[config.mk]
export PLATFORM = sky130hd
export DESIGN_NAME = gauge_stepper_pointer_driver_top
export DESIGN_NICKNAME = d
export VERILOG_FILES = /design/src/gspd_pkg.sv /design/src/gauge_stepper_pointer_driver_top.sv
export SDC_FILE = /design/constraint.sdc
export NUM_CORES = 1
export LEC_CHECK = 0
export BUFFER_PORTS_ARGS = -buffer_cell sky130_fd_sc_hd__buf_2
export CORE_AREA = 3 3 300 332
export DETAILED_ROUTE_END_ITERATION = 8
export DIE_AREA = 0 0 303 335
export PLACE_DENSITY = 0.44
export RECOVER_POWER = 100
export SLEW_MARGIN = 30
export SYNTH_ARGS = -nofsm -noshare
export SYNTH_HDL_FRONTEND = slang
export SYNTH_SLANG_ARGS = --single-unit
[constraint.sdc]
create_clock -name clk_i -period 11.5 [get_ports clk_i]
set_input_delay 1.725 -clock clk_i [delete_from_list [all_inputs] [get_ports clk_i]]
set_output_delay 1.725 -clock clk_i [all_outputs]
set_load 0.1 [all_outputs]
[src/gspd_pkg.sv]
// package for the gauge stepper pointer driver: codes, widths and divider tables
`default_nettype none

package gspd_pkg;

  // item codes
  typedef enum logic [1:0] {
    MODE_TICK = 2'd0,
    MODE_SET  = 2'd1,
    MODE_HOME = 2'd2
  } mode_e;

  localparam int ChannelsDef = 6;
  localparam int OutW        = 6;
  localparam int PosW        = 16;
  localparam int DivW        = 7;
  localparam int ChW         = 3;
  localparam int NumLimits   = 12;

  localparam logic [OutW-1:0] MaskReset = 6'd8;
  localparam logic [DivW-1:0] CountTop  = 7'd127;

  // distance thresholds, largest first
  localparam logic [PosW-1:0] DistLimit [NumLimits] = '{
    16'd480, 16'd360, 16'd240, 16'd180, 16'd120, 16'd80,
    16'd60,  16'd45,  16'd30,  16'd20,  16'd12,  16'd6
  };

  localparam logic [DivW-1:0] FastDiv [NumLimits+1] = '{
    7'd0, 7'd1, 7'd2, 7'd3, 7'd4, 7'd5, 7'd6, 7'd7, 7'd8, 7'd10, 7'd15, 7'd25, 7'd35
  };

  localparam logic [DivW-1:0] SlowDiv [NumLimits+1] = '{
    7'd5, 7'd10, 7'd20, 7'd30, 7'd40, 7'd50, 7'd60, 7'd70, 7'd80, 7'd90, 7'd100,
    7'd110, 7'd120
  };

  // thresholds fall monotonically, so the number of limits at or above the
  // distance is the table row
  function automatic logic [DivW-1:0] pick_divider(input logic [PosW-1:0] span,
                                                   input logic slow);
    logic [3:0] k;
    k = '0;
    for (int i = 0; i < NumLimits; i++) begin
      if (span <= DistLimit[i]) k = k + 4'd1;
    end
    return slow ? SlowDiv[k] : FastDiv[k];
  endfunction

endpackage

`default_nettype wire

[src/gauge_stepper_pointer_driver_top.sv]
// gauge stepper pointer driver: per-channel step generation for gauge motors
//
// Input channel (in_valid_i / in_stall_o) carries one item per transfer: a
// millisecond tick, a set-target command for one channel, or a home command
// for all channels. Output channel (out_valid_o / out_stall_i) returns one
// result per item: the step pulses of a tick, the direction and moving bits
// of every channel, and the position of the channel named in the item.
// The result is registered: the result of an item accepted at one edge is
// valid after that edge. One item can be accepted every cycle while no held
// result is stalled; the channel state and the result register are both updated
// in the accepting cycle. When the receiver stalls, the result register holds and
// further items are refused (in_stall_o high) until the held result is taken.
// Reset clears positions, remaining counts, dividers and counters, points
// every channel downward, and sets the slow profile mask to channel 3 only.
// The user must write the mask through cfg_we_i / cfg_wdata_i only while idle; the block does not enforce it.
`default_nettype none

module gauge_stepper_pointer_driver_top #(
  parameter int CHANNELS = gspd_pkg::ChannelsDef
) (
  input  wire logic                      clk_i,
  input  wire logic                      rst_ni,
  input  wire logic                      cfg_we_i,
  input  wire logic [gspd_pkg::OutW-1:0] cfg_wdata_i,
  input  wire logic                      in_valid_i,
  output logic                           in_stall_o,
  input  wire logic [1:0]                mode_i,
  input  wire logic [gspd_pkg::ChW-1:0]  channel_i,
  input  wire logic [gspd_pkg::PosW-1:0] target_i,
  output logic                           out_valid_o,
  input  wire logic                      out_stall_i,
  output logic [gspd_pkg::OutW-1:0]      step_pulses_o,
  output logic [gspd_pkg::OutW-1:0]      directions_o,
  output logic [gspd_pkg::OutW-1:0]      moving_o,
  output logic [gspd_pkg::PosW-1:0]      channel_position_o
);

  import gspd_pkg::*;

  localparam int CmpW = ($clog2(CHANNELS) > ChW) ? $clog2(CHANNELS) : ChW;
  localparam logic [OutW-1:0] LiveMask =
    (CHANNELS >= OutW) ? {OutW{1'b1}} : OutW'((1 << CHANNELS) - 1);

  // channel state
  logic [PosW-1:0]     pos_q [CHANNELS];
  logic [PosW-1:0]     pos_d [CHANNELS];
  logic [PosW-1:0]     rem_q [CHANNELS];
  logic [PosW-1:0]     rem_d [CHANNELS];
  logic [DivW-1:0]     div_q [CHANNELS];
  logic [DivW-1:0]     div_d [CHANNELS];
  logic [DivW-1:0]     cnt_q [CHANNELS];
  logic [DivW-1:0]     cnt_d [CHANNELS];
  logic [CHANNELS-1:0] down_q, down_d;
  logic [CHANNELS-1:0] pulse;
  logic [OutW-1:0]     mask_q;

  // result register
  logic                out_valid_q;
  logic [OutW-1:0]     pulses_q, pulses_d;
  logic [OutW-1:0]     dirs_q, dirs_d;
  logic [OutW-1:0]     mov_q, mov_d;
  logic [PosW-1:0]     chpos_q, chpos_d;

  logic                in_accept;
  logic [CHANNELS-1:0] hit;
  logic [CHANNELS-1:0] slow_vec;
  logic [PosW-1:0]     pos_sel;
  logic                slow_sel;
  logic                set_down;
  logic [PosW-1:0]     span;
  logic [DivW-1:0]     new_div;

  assign in_stall_o = out_valid_q & out_stall_i;
  assign in_accept  = in_valid_i & ~in_stall_o;

  // profile mask covers the first six channels only
  for (genvar g = 0; g < CHANNELS; g++) begin : g_slow
    if (g < OutW) begin : g_mask
      assign slow_vec[g] = mask_q[g];
    end else begin : g_fast
      assign slow_vec[g] = 1'b0;
    end
  end

  // addressed channel and its target distance
  always_comb begin
    pos_sel  = '0;
    slow_sel = 1'b0;
    for (int c = 0; c < CHANNELS; c++) begin
      hit[c] = (CmpW'(channel_i) == CmpW'(c));
      if (hit[c]) begin
        pos_sel  = pos_q[c];
        slow_sel = slow_vec[c];
      end
    end
    set_down = (target_i < pos_sel);
    span     = set_down ? (pos_sel - target_i) : (target_i - pos_sel);
    new_div  = pick_divider(span, slow_sel);
  end

  // next channel state for the item
  always_comb begin
    pos_d  = pos_q;
    rem_d  = rem_q;
    div_d  = div_q;
    cnt_d  = cnt_q;
    down_d = down_q;
    pulse  = '0;
    case (mode_e'(mode_i))
      MODE_TICK: begin
        for (int c = 0; c < CHANNELS; c++) begin
          if (rem_q[c] != '0) begin
            if (cnt_q[c] >= div_q[c]) begin
              pulse[c] = 1'b1;
              cnt_d[c] = '0;
              rem_d[c] = rem_q[c] - PosW'(1);
              if (down_q[c]) begin
                if (pos_q[c] != '0) pos_d[c] = pos_q[c] - PosW'(1);
              end else if (pos_q[c] != {PosW{1'b1}}) begin
                pos_d[c] = pos_q[c] + PosW'(1);
              end
            end else if (cnt_q[c] != CountTop) begin
              cnt_d[c] = cnt_q[c] + DivW'(1);
            end
          end else begin
            cnt_d[c] = '0;
          end
        end
      end
      MODE_SET: begin
        for (int c = 0; c < CHANNELS; c++) begin
          if (hit[c]) begin
            down_d[c] = set_down;
            rem_d[c]  = span;
            div_d[c]  = new_div;
          end
        end
      end
      MODE_HOME: begin
        for (int c = 0; c < CHANNELS; c++) begin
          down_d[c] = 1'b1;
          rem_d[c]  = pos_q[c];
          div_d[c]  = '0;
        end
      end
      default: begin
      end
    endcase
  end

  // result fields, first six channels
  for (genvar g = 0; g < OutW; g++) begin : g_out
    if (g < CHANNELS) begin : g_live
      assign pulses_d[g] = pulse[g];
      assign dirs_d[g]   = down_d[g];
      assign mov_d[g]    = (rem_d[g] != '0);
    end else begin : g_none
      assign pulses_d[g] = 1'b0;
      assign dirs_d[g]   = 1'b0;
      assign mov_d[g]    = 1'b0;
    end
  end

  always_comb begin
    chpos_d = '0;
    for (int c = 0; c < CHANNELS; c++) begin
      if (hit[c]) chpos_d = pos_d[c];
    end
  end

  // state registers, updated on each input transfer
  always_ff @(posedge clk_i or negedge rst_ni) begin
    if (!rst_ni) begin
      for (int c = 0; c < CHANNELS; c++) begin
        pos_q[c] <= '0;
        rem_q[c] <= '0;
        div_q[c] <= '0;
        cnt_q[c] <= '0;
      end
      down_q <= '1;
    end else if (in_accept) begin
      pos_q  <= pos_d;
      rem_q  <= rem_d;
      div_q  <= div_d;
      cnt_q  <= cnt_d;
      down_q <= down_d;
    end
  end

  // profile mask register
  always_ff @(posedge clk_i or negedge rst_ni) begin
    if (!rst_ni) begin
      mask_q <= MaskReset;
    end else if (cfg_we_i) begin
      mask_q <= cfg_wdata_i;
    end
  end

  // output valid
  always_ff @(posedge clk_i or negedge rst_ni) begin
    if (!rst_ni) begin
      out_valid_q <= 1'b0;
    end else if (in_accept) begin
      out_valid_q <= 1'b1;
    end else if (!out_stall_i) begin
      out_valid_q <= 1'b0;
    end
  end

  // output payload
  always_ff @(posedge clk_i) begin
    if (in_accept) begin
      pulses_q <= pulses_d;
      dirs_q   <= dirs_d;
      mov_q    <= mov_d;
      chpos_q  <= chpos_d;
    end
  end

  assign out_valid_o        = out_valid_q;
  assign step_pulses_o      = pulses_q;
  assign directions_o       = dirs_q;
  assign moving_o           = mov_q;
  assign channel_position_o = chpos_q;

  // only a tick produces step pulses
  a_pulse_only_tick : assert property (@(posedge clk_i) disable iff (!rst_ni)
    (in_accept && (mode_i != MODE_TICK)) |=> (step_pulses_o == '0))
    else $error("step pulse on a non-tick item");

  // home points every channel downward
  a_home_down : assert property (@(posedge clk_i) disable iff (!rst_ni)
    (in_accept && (mode_i == MODE_HOME)) |=> (directions_o == LiveMask))
    else $error("home left a channel pointing upward");

  // a taken result with no new transfer empties the result register
  a_drain : assert property (@(posedge clk_i) disable iff (!rst_ni)
    (out_valid_o && !out_stall_i && !in_accept) |=> !out_valid_o)
    else $error("result repeated after transfer");

endmodule

`default_nettype wire
## Word level (Yosys, flattened, before mapping)

Memories as Yosys holds them, arrays and structs flattened.
Cells that the tools add are included.

| storage, ports and cells | value |
|---|---|
| ROM bits | 224 |
| input port bits | 32 |
| memories | 2 |
| output and inout port bits | 36 |
| word-level logic and storage cells | 296 |
| register bits | 323 |

| operators by class | value |
|---|---|
| reduce and logical (&&, ||, !) cells | 39 |
| $lt $le $gt $ge | 20 |
| add/subtract/negate cells | 37 |
| equal/unequal tests | 32 |
| bitwise gates (word level) | 4 |
| multiplexer cells | 126 |

Memories:

| name | words | width | rd ports | clocked after Yosys merged registers in | write ports | RTL line | RTL |
|---|---|---|---|---|---|---|---|
| (name not given) | 16 | 7 | 1 | 0 | 0 | gspd_pkg.sv:47 | `return slow ? SlowDiv[k] : FastDiv[k];` |
| (name not given) | 16 | 7 | 1 | 0 | 0 | gspd_pkg.sv:47 |  |

Operators with widths:

| operator | count |
|---|---|
| $mux W16 | 61 |
| $pmux W96 S3 | 1 |
| $reduce_bool A16 Y1 | 18 |
| $mux W7 | 29 |
| $sub A16 B1 Y16 const B | 12 |
| $add A16 B1 Y16 const B | 6 |
| $mux W96 | 1 |
| $ne A16 B16 Y1 const B | 6 |
| $pmux W42 S2 | 1 |
| $add A4 B1 Y4 const B | 11 |
| $mux W4 | 11 |
| $add A7 B1 Y7 const B | 6 |
| $ge A7 B7 Y1 | 6 |
| $ne A7 B7 Y1 const B | 6 |
| $reduce_and A3 Y1 | 12 |
| $le A16 B5 Y1 const B | 2 |
| $le A16 B6 Y1 const B | 2 |
| $le A16 B7 Y1 const B | 2 |
| $le A16 B8 Y1 const B | 2 |
| $le A16 B9 Y1 const B | 2 |
| $sub A16 B16 Y16 | 2 |
| $mux W1 | 21 |
| $ne A3 B1 Y1 const B | 6 |
| $le A16 B3 Y1 const B | 1 |
| other kinds (18) | 31 |

## Depth between registers and ports, before layout

Gate-level depths: netlist of run 1.

| logic depth | value |
|---|---|
| depth in word-level cells | 40 |
| depth in mapped cells | 60 |
| mapped depth without buffers | 57 |

## Least setup slack after synthesis of run 1

No wires, ideal clock.

| path | value |
|---|---|
| path type | input to register |
| start | input channel_i[1] (netlist name) |
| end | register div_q[18] (netlist name) |
| slack | -1.116 ns |
| cell stages on the path | 56 |
| library setup time | 0.093 ns |
| data arrival time | 12.523 ns |
| path buffers | 6 |
| cells stage by stage | clkbuf_1 > buf_1 > clkbuf_1 > mux2i_1 > nor2_1 > a21oi_1 > nor2_1 > a221o_1 > ha_1 > buf_2 > o211a_1 > o31a_1 > o21ai_0 > a21oi_1 > or4_1 > o31a_1 > a32oi_4 > and3_1 > (+20 left out) > o21ai_0 > xor2_1 > a31oi_1 > ha_1 > nand2_1 > o21ai_0 > a22o_1 > a21oi_1 > xnor2_1 > o21ai_0 > ha_1 > a21oi_1 > inv_1 > ha_1 > o21ai_0 > mux2_2 > o211a_2 > o31ai_2 |

| between the ends | value |
|---|---|
| word-level cells in the longest chain between the ends | 40 |

Ends and longest elaborated chain:

| what | RTL line | RTL |
|---|---|---|
| from (decl) | gauge_stepper_pointer_driver_top.sv:28 | `input wire logic [gspd_pkg::ChW-1:0] channel_i,` |
| $logic_not A3 Y1 | gauge_stepper_pointer_driver_top.sv:90 | `hit[c] = (CmpW'(channel_i) == CmpW'(c));` |
| $mux W16 (6 in a row) | gauge_stepper_pointer_driver_top.sv:91 | `if (hit[c]) begin` |
| $sub A16 B16 Y16 / $lt A16 B16 Y1 (equally long branches) | gauge_stepper_pointer_driver_top.sv:97, gauge_stepper_pointer_driver_top.sv:96 |  |
| $mux W16 | gauge_stepper_pointer_driver_top.sv:97 | `span = set_down ? (pos_sel - target_i) : (target_i - pos_sel);` |
| $le A16 B9 Y1 | gspd_pkg.sv:45 | `if (span <= DistLimit[i]) k = k + 4'd1;` |
| $mux W1 | gspd_pkg.sv:45 |  |
| $add A4 B1 Y4 | gspd_pkg.sv:45 |  |
| $mux W4 | gspd_pkg.sv:45 |  |
| (+18 left out) | -- |  |
| $add A4 B1 Y4 | gspd_pkg.sv:45 |  |
| $mux W4 | gspd_pkg.sv:45 |  |
| $not A4 Y5 (implied by the code) | gspd_pkg.sv:47 |  |
| $mem_v2 Z16 W7 | -- |  |
| $mux W7 (implied by the code) (2 in a row) | gspd_pkg.sv:47 |  |
| $mux W7 | gspd_pkg.sv:47 |  |
| $mux W7 | gauge_stepper_pointer_driver_top.sv:132 | `if (hit[c]) begin` |
| $pmux W42 S2 | gauge_stepper_pointer_driver_top.sv:109 | `case (mode_e'(mode_i))` |
| to (signal assigned) | gauge_stepper_pointer_driver_top.sv:184 | `div_q <= div_d;` |
| to (decl) | gauge_stepper_pointer_driver_top.sv:49 | `logic [DivW-1:0] div_q [CHANNELS];` |

Parallel ways exist; a longest one is shown, timed or not. The select of a mux whose other input is x is not followed.
A chain may end at the register's enable or synchronous reset.

## Worst setup path in the final report of run 1

| path | value |
|---|---|
| start | input channel_i[0] (netlist name) |
| end | register div_q[39] (netlist name) |

The elaborated chain is that of the path after synthesis.

==> flow_summary.yaml, run 1 <==
outcome:
  status: "complete, but fails checks"
  violations: "capacitance limit, slew limit"
placement:
  portBuffers: 67
  place_inst: 5231
  dp_hpwl_um: 91400
  postPlaceCellArea_um2: 32100
  gp_congestion: 0.936
sta:
  clock_skew_ns: 0.0506
  drv_slew: 290
  fin_setup_tns_ns: 0
  hold_viol_final: 0
  period_minus_slack_ns: 11.03
  period_share: 0.959
  max_slew_margin: -2.19
  finalSetupViolations: 0
  worst_pin_slew_ns: 4.78
  fin_hold_ws_ns: 0.475
  fmax_ghz: 0.0907
pwr:
  share_seq_of_total_power: 0.268
  combPwrFrac: 0.546
  peakVddDrop_v: 0.000127
  p_leak_uw: 0.0139
  power_density_nw_per_um2: 243
  power_uw: 8290
  switching_power_uw: 4250
  p_int_uw: 4040
  clkPwrFrac: 0.186
  swShare: 0.513
final_layout:
  multi_input_area_um2: 19300
  design_area_um2: 34100
  fillers: 10400
  regArea_um2: 8260
  final_layout_size_suffix_gt1_frac: 0.141
  fin_cells: 5330
  final_cell_mix: "nand2_1, o21ai_0, nor2_1, dfrtp_1, buf_4"
  nNetsFinal: 4165
  final_common_cell: "nand2_1"
  area_growth_pct: 18.1
clocking:
  cts.htree.levels: 2
  cts_buffer_depth: 3
  cts-root-buf: "clkbuf_16"
  path_clk_slew_ns: 0.06
  ctsHoldBuffers: 0
  clkLatencyLatePin_ns: 0.65
  cts_sinks: 323
  cts_buffers: 45
  cts_tree: "built"
global_routing:
  antenna_found_initial: 2
  grt_max_degree: 187
  grt_pass1_wl_um: 185000
  grt_util_all_layers: 0.239
  grt_pass1_vias: 27600
  grt_overflow_total: 0
synthesis:
  avgSynthCellArea_um2: 7.40
  yosysWarnings: 0
  synth_edf_count: 34
  syn-num-nets: 4055
  async_flop_share: 0.895
  yosys.cell_types.count: 108
  synthCells: 3901
  synth-seq-cells: 323
  ys_seq_area_frac: 0.286
  syn_area_um2: 28900
  synthFlopType: "dfrtp_1"
die:
  die_x_um: 303
  die_y_um: 335
  core_um2: 96800
  rows: 120
  die_area_um2: 102000
  start_util: 0.298
  io_pins: 68
setup_path:
  path_delay_family: "compound AO/OA/AOI/OAI gates"
  cp-end-kind: "flop"
  slowest_delay_ns: 0.53
  cp_num_buf_inv: 10
  critPathLaunchType: "input pin"
  critPathMostFrequentCell: "buf_4"
  slowest_stage: "mux4_2"
  crit_arrival_ns: 11.55
  crit_fanout: 9
  critical_path_class: "in2reg"
  crit_required_ns: 12.03
routing:
  final_antenna_net_count: 0
  routedWlPerCell_um: 23.2
  viasPerCell: 5.58
  drt-total-wl_um: 124000
  first_pass_iters: 6
  drtIter0Drc: 2881
  drc: 0
  vias: 29700
job:
  drv_cap: 8
worst_hold_path:
  hold_class: "reg2reg"
==> power by group through the flow <==
stage / Sequential (uW) / Clock (uW) / Combinational (uW)
final: 2230 / 1540 / 4530
after global placement: 2220 / 0 / 4430
after CTS: 2200 / 1580 / 4460
after floorplan: 1850 / 0 / 2940
after global routing: 2270 / 1630 / 4970
after detailed placement: 2210 / 0 / 4430
==> worst register-to-register path, delay by kind of cell, from the launching register on <==
kind / cells / cell delay, ns
xor+xnor: 4 / 0.58
mux: 1 / 0.28
flops: 1 / 0.50
buf+inv: 7 / 0.86
compound gates: 25 / 4.14
fa+ha+maj: 9 / 2.46
simple gates: 11 / 1.41
==> per-stage QoR <==
step           worst slack (ns)   util
4_1_cts                  0.0733  0.348
5_1_grt                 -0.0666  0.352
3_5_place_dp             -0.732  0.331
6_report                  0.474  0.352
3_3_place_gp             -0.563  0.331
2_1_floorplan          0.000965      -
==> worst paths after layout <==
| kind | start | end | slack, ns | depth (start not counted) |
|---|---|---|---|---|
| setup / recovery | channel_i[0] | div_q[39] | 0.47 | 51 |
| hold / removal | div_q[41] | div_q[41] | 0.47 | 2 |
| setup reg to reg | pos_q[64] | div_q[39] | 1.20 | 57 |
| hold reg to reg | div_q[41] | div_q[41] | 0.47 | 2 |
| max in group asynchronous | rst_ni | pos_q[6] | 4.08 | 3 |
| min in group asynchronous | rst_ni | out_valid_o | 2.81 | 1 |
==> metal layers <==
metal,GRT usage,vias to the layer above,part of all wire,routed length (um)
met5,0,-,0,0
met4,0.0826,0,0.040,4970
met3,0.0307,180,0.053,6590
met2,0.381,884,0.45,56300
met1,0.331,14400,0.45,56000
li1,-,14300,-,-
==> final cells by class <==
cell class                 count  share of cell area
multi-input combinational   3092               0.565
sequential                   323               0.242
timing repair buffer         376              0.0793
tap                         1281              0.0470
clock buffer                  62              0.0373
inverter                     173              0.0192
clock inverter                22             0.00973
antenna                        1           0.0000734
==> synthesized netlist by cell type (all sizes together), types with 8 or more instances <==
| cell | count | area share |
|---|---|---|
| mux4 | 8 | 0.0062 |
| buf | 60 | 0.0095 |
| clkbuf | 253 | 0.033 |
| nor3b | 9 | 0.0023 |
| o211ai | 17 | 0.0051 |
| o221ai | 30 | 0.0091 |
| o21bai | 18 | 0.0047 |
| or3 | 72 | 0.016 |
| o2111ai | 15 | 0.0048 |
| dfrtp | 282 | 0.24 |
| or2 | 15 | 0.0033 |
| nor2 | 331 | 0.043 |
| o21a | 20 | 0.0052 |
| o31ai | 42 | 0.013 |
| nand4 | 45 | 0.0098 |
| xor2 | 63 | 0.019 |
| mux2i | 33 | 0.012 |
| a221o | 45 | 0.016 |
| and3 | 32 | 0.0071 |
| and2 | 25 | 0.0054 |
| o21ai | 437 | 0.077 |
| nand3 | 110 | 0.019 |
| a31oi | 40 | 0.0089 |
| nor3 | 95 | 0.017 |
| o22ai | 45 | 0.010 |
| inv | 172 | 0.022 |
| a22o | 13 | 0.0039 |
| a21oi | 222 | 0.039 |
| nor2b | 29 | 0.0063 |
| a211oi | 12 | 0.0031 |
| mux2 | 33 | 0.013 |
| or4 | 12 | 0.0031 |
| nand2b | 26 | 0.0056 |
| xnor2 | 88 | 0.027 |
| a21o | 57 | 0.015 |
| a222oi | 9 | 0.0031 |
| and4 | 12 | 0.0037 |
| a21boi | 12 | 0.0035 |
| a221oi | 49 | 0.015 |
| nand2 | 652 | 0.085 |
| edfxtp | 34 | 0.035 |
| ha | 120 | 0.052 |
| nor4 | 40 | 0.0091 |
| a22oi | 72 | 0.019 |
==> cells by family after synthesis <==
group / after synthesis / synth area share
and+or+nand+nor: 1522 / 0.241
AOI/OAI and AO/OA: 1223 / 0.277
buffers and inverters: 486 / 0.0649
DFF: 323 / 0.286
xor gates and xnor gates: 151 / 0.0458
adders and majority gates: 122 / 0.0534
muxes: 74 / 0.0316
==> flip-flops by register name (all words and copies together) (netlist names) <==
register,count
div_q,42
cnt_q,42
pos_q,96
mask_q,6
out_valid_o,1
rem_q,96
step_pulses_o,6
channel_position_o,16
down_q,6
moving_o,6
directions_o,6
==> what timing repair did <==
item                                    in CTS  in global routing
setup buffers                                0                 12
pin swaps                                    0                 39
resized for setup                            6                 81
cloned                                       0                  2
endpoints found under the setup margin      24                 42
(Power assumes the default switching activity.)
==> run 2, diff against run 1 <==
==> constraint.sdc (replaced) <==
create_clock -name clk_i -period 11.5 [get_ports clk_i]
set_input_delay 0.575 -clock clk_i [delete_from_list [all_inputs] [get_ports clk_i]]
set_output_delay 0.575 -clock clk_i [all_outputs]
set_load 0.1 [all_outputs]
==> flow_summary.yaml, run 2 (synthesized netlist as in run 1, its figures left out) <==
sta:
  period_share: 0.936
  worst_pin_slew_ns: 5.79
  period_minus_slack_ns: 10.76
  clock_skew_ns: 0.0203
  max_slew_margin: -2.86
  layout_setup_ws_ns: 0.740
  hold_viol_final: 0
  drv_slew: 627
  fin_setup_tns_ns: 0
  fmax_ghz: 0.0929
  rsz0062_at_grt: "no"
  finalSetupViolations: 0
final_layout:
  multi_input_area_um2: 18900
  final_layout_size_suffix_gt1_frac: 0.0951
  regArea_um2: 8260
  fillers: 10400
  final_common_cell: "nand2_1"
  design_area_um2: 32300
  area_growth_pct: 12.0
  fin_cells: 5182
  final_cell_mix: "nand2_1, o21ai_0, nor2_1, dfrtp_1, a21oi_1"
  nNetsFinal: 4011
  top_regs: "pos_q: 96 flops, rem_q: 96 flops"
global_routing:
  grt_util_all_layers: 0.233
  grt_pass1_wl_um: 182000
  grt_max_degree: 137
  antenna_found_initial: 9
  grt_overflow_total: 0
  grt_pass1_vias: 27700
pwr:
  peakVddDrop_v: 0.000130
  p_leak_uw: 0.0130
  power_uw: 7980
  power_density_nw_per_um2: 247
routing:
  drt-total-wl_um: 121000
  routedWlPerCell_um: 23.4
  drtIter0Drc: 2525
  viasPerCell: 5.62
  drc: 0
  final_antenna_net_count: 0
  vias: 29100
  first_pass_iters: 8
setup_path:
  critPathMostFrequentCell: "ha_1"
  rrSetupSlack_ns: 0.74
  crit_fanout: 9
  slowest_stage: "dfrtp_1"
  crit_required_ns: 12.00
  crit_arrival_ns: 11.26
  crit_end: "div_q[11]"
  r2r-start: "pos_q[73]"
  critical_path_class: "reg2reg"
  crit_path_start: "pos_q[73]"
  slowest_delay_ns: 0.53
  critPathLaunchType: "flop"
  reg2regPathDepth: 51
  cp-end-kind: "flop"
  r2r-end: "div_q[11]"
placement:
  dp_hpwl_um: 88000
  post-place-ws_ns: -0.0385
  gp_congestion: 0.914
  postPlaceCellArea_um2: 30900
  place_inst: 5093
  portBuffers: 67
clocking:
  ctsHoldBuffers: 0
  path_clk_slew_ns: 0.06
  cts_sinks: 323
  cts_buffers: 43
  cts_buffer_depth: 3
  cts_setup_buffers: 0
  cts_tree: "built"
  cts-root-buf: "clkbuf_16"
  clkLatencyLatePin_ns: 0.60
  cts.htree.levels: 2
die:
  die_area_um2: 102000
  core_um2: 96800
  io_pins: 68
  start_util: 0.298
  die_x_um: 303
  rows: 120
  die_y_um: 335
outcome:
  violations: "capacitance limit, slew limit"
  status: "complete, but fails checks"
job:
  drv_cap: 7
worst_hold_path:
  hold_class: "in2reg"
==> run 2: power by group <==
part,total (uW),switching (uW),leakage (uW),internal (uW)
Sequential,2130,642,0.00415,1490
Combinational,4400,2910,0.00810,1480
Clock,1460,602,0.000722,855
==> run 2: worst min-delay path by stage <==
| stage | start | end | slack [ns] | cells past startpoint |
|---|---|---|---|---|
| global placement | div_q[16] | div_q[16] | 0.46 | 2 |
| detailed placement | div_q[36] | div_q[36] | 0.47 | 2 |
| finish | in_valid_i | out_valid_o | 0.19 | 2 |
| floorplan | rst_ni | cnt_q[0] | 0.28 | 0 |
| global route | in_valid_i | out_valid_o | 0.18 | 2 |
| CTS | rst_ni | out_valid_o | 0.02 | 1 |
==> run 2: layer usage <==
metal / up-vias / part of all wire / track usage
met4: 4 / 0.040 / 0.0930
li1: 14000 / - / -
met5: - / 0.00022 / 0
met1: 14200 / 0.45 / 0.310
met2: 770 / 0.47 / 0.384
met3: 183 / 0.044 / 0.0284
==> run 2: cell type report <==
type,instances,share of cell area
Multi-Input combinational cell,3092,0.584
Sequential cell,323,0.256
Tap cell,1281,0.0496
Timing Repair Buffer,224,0.0442
Clock buffer,52,0.0356
Inverter,173,0.0202
Clock inverter,28,0.0103
Antenna cell,9,0.000697
==> run 2: timing repair <==
item / in CTS / in global routing
hold endpoints to repair: 0 / 0
gates resized for setup: 0 / 16
endpoints found under the setup margin: 0 / 42
==> run 2: per-stage QoR <==
stage	util	hold slack, ns
after CTS	0.335	0.0210
after detailed placement	0.319	0.466
after global placement	0.319	0.463
final	0.334	0.190
after global routing	0.334	0.175
after floorplan	-	0.279
==> run 2: critical path: cells and delay by family, from the launching register on <==
kind | cells | cell delay [ns]
compound gates | 23 | 4.33
fa+ha+maj | 8 | 2.43
simple gates | 11 | 1.90
xor+xnor | 5 | 0.74
mux | 2 | 0.59
flops | 1 | 0.53
buf+inv | 2 | 0.13
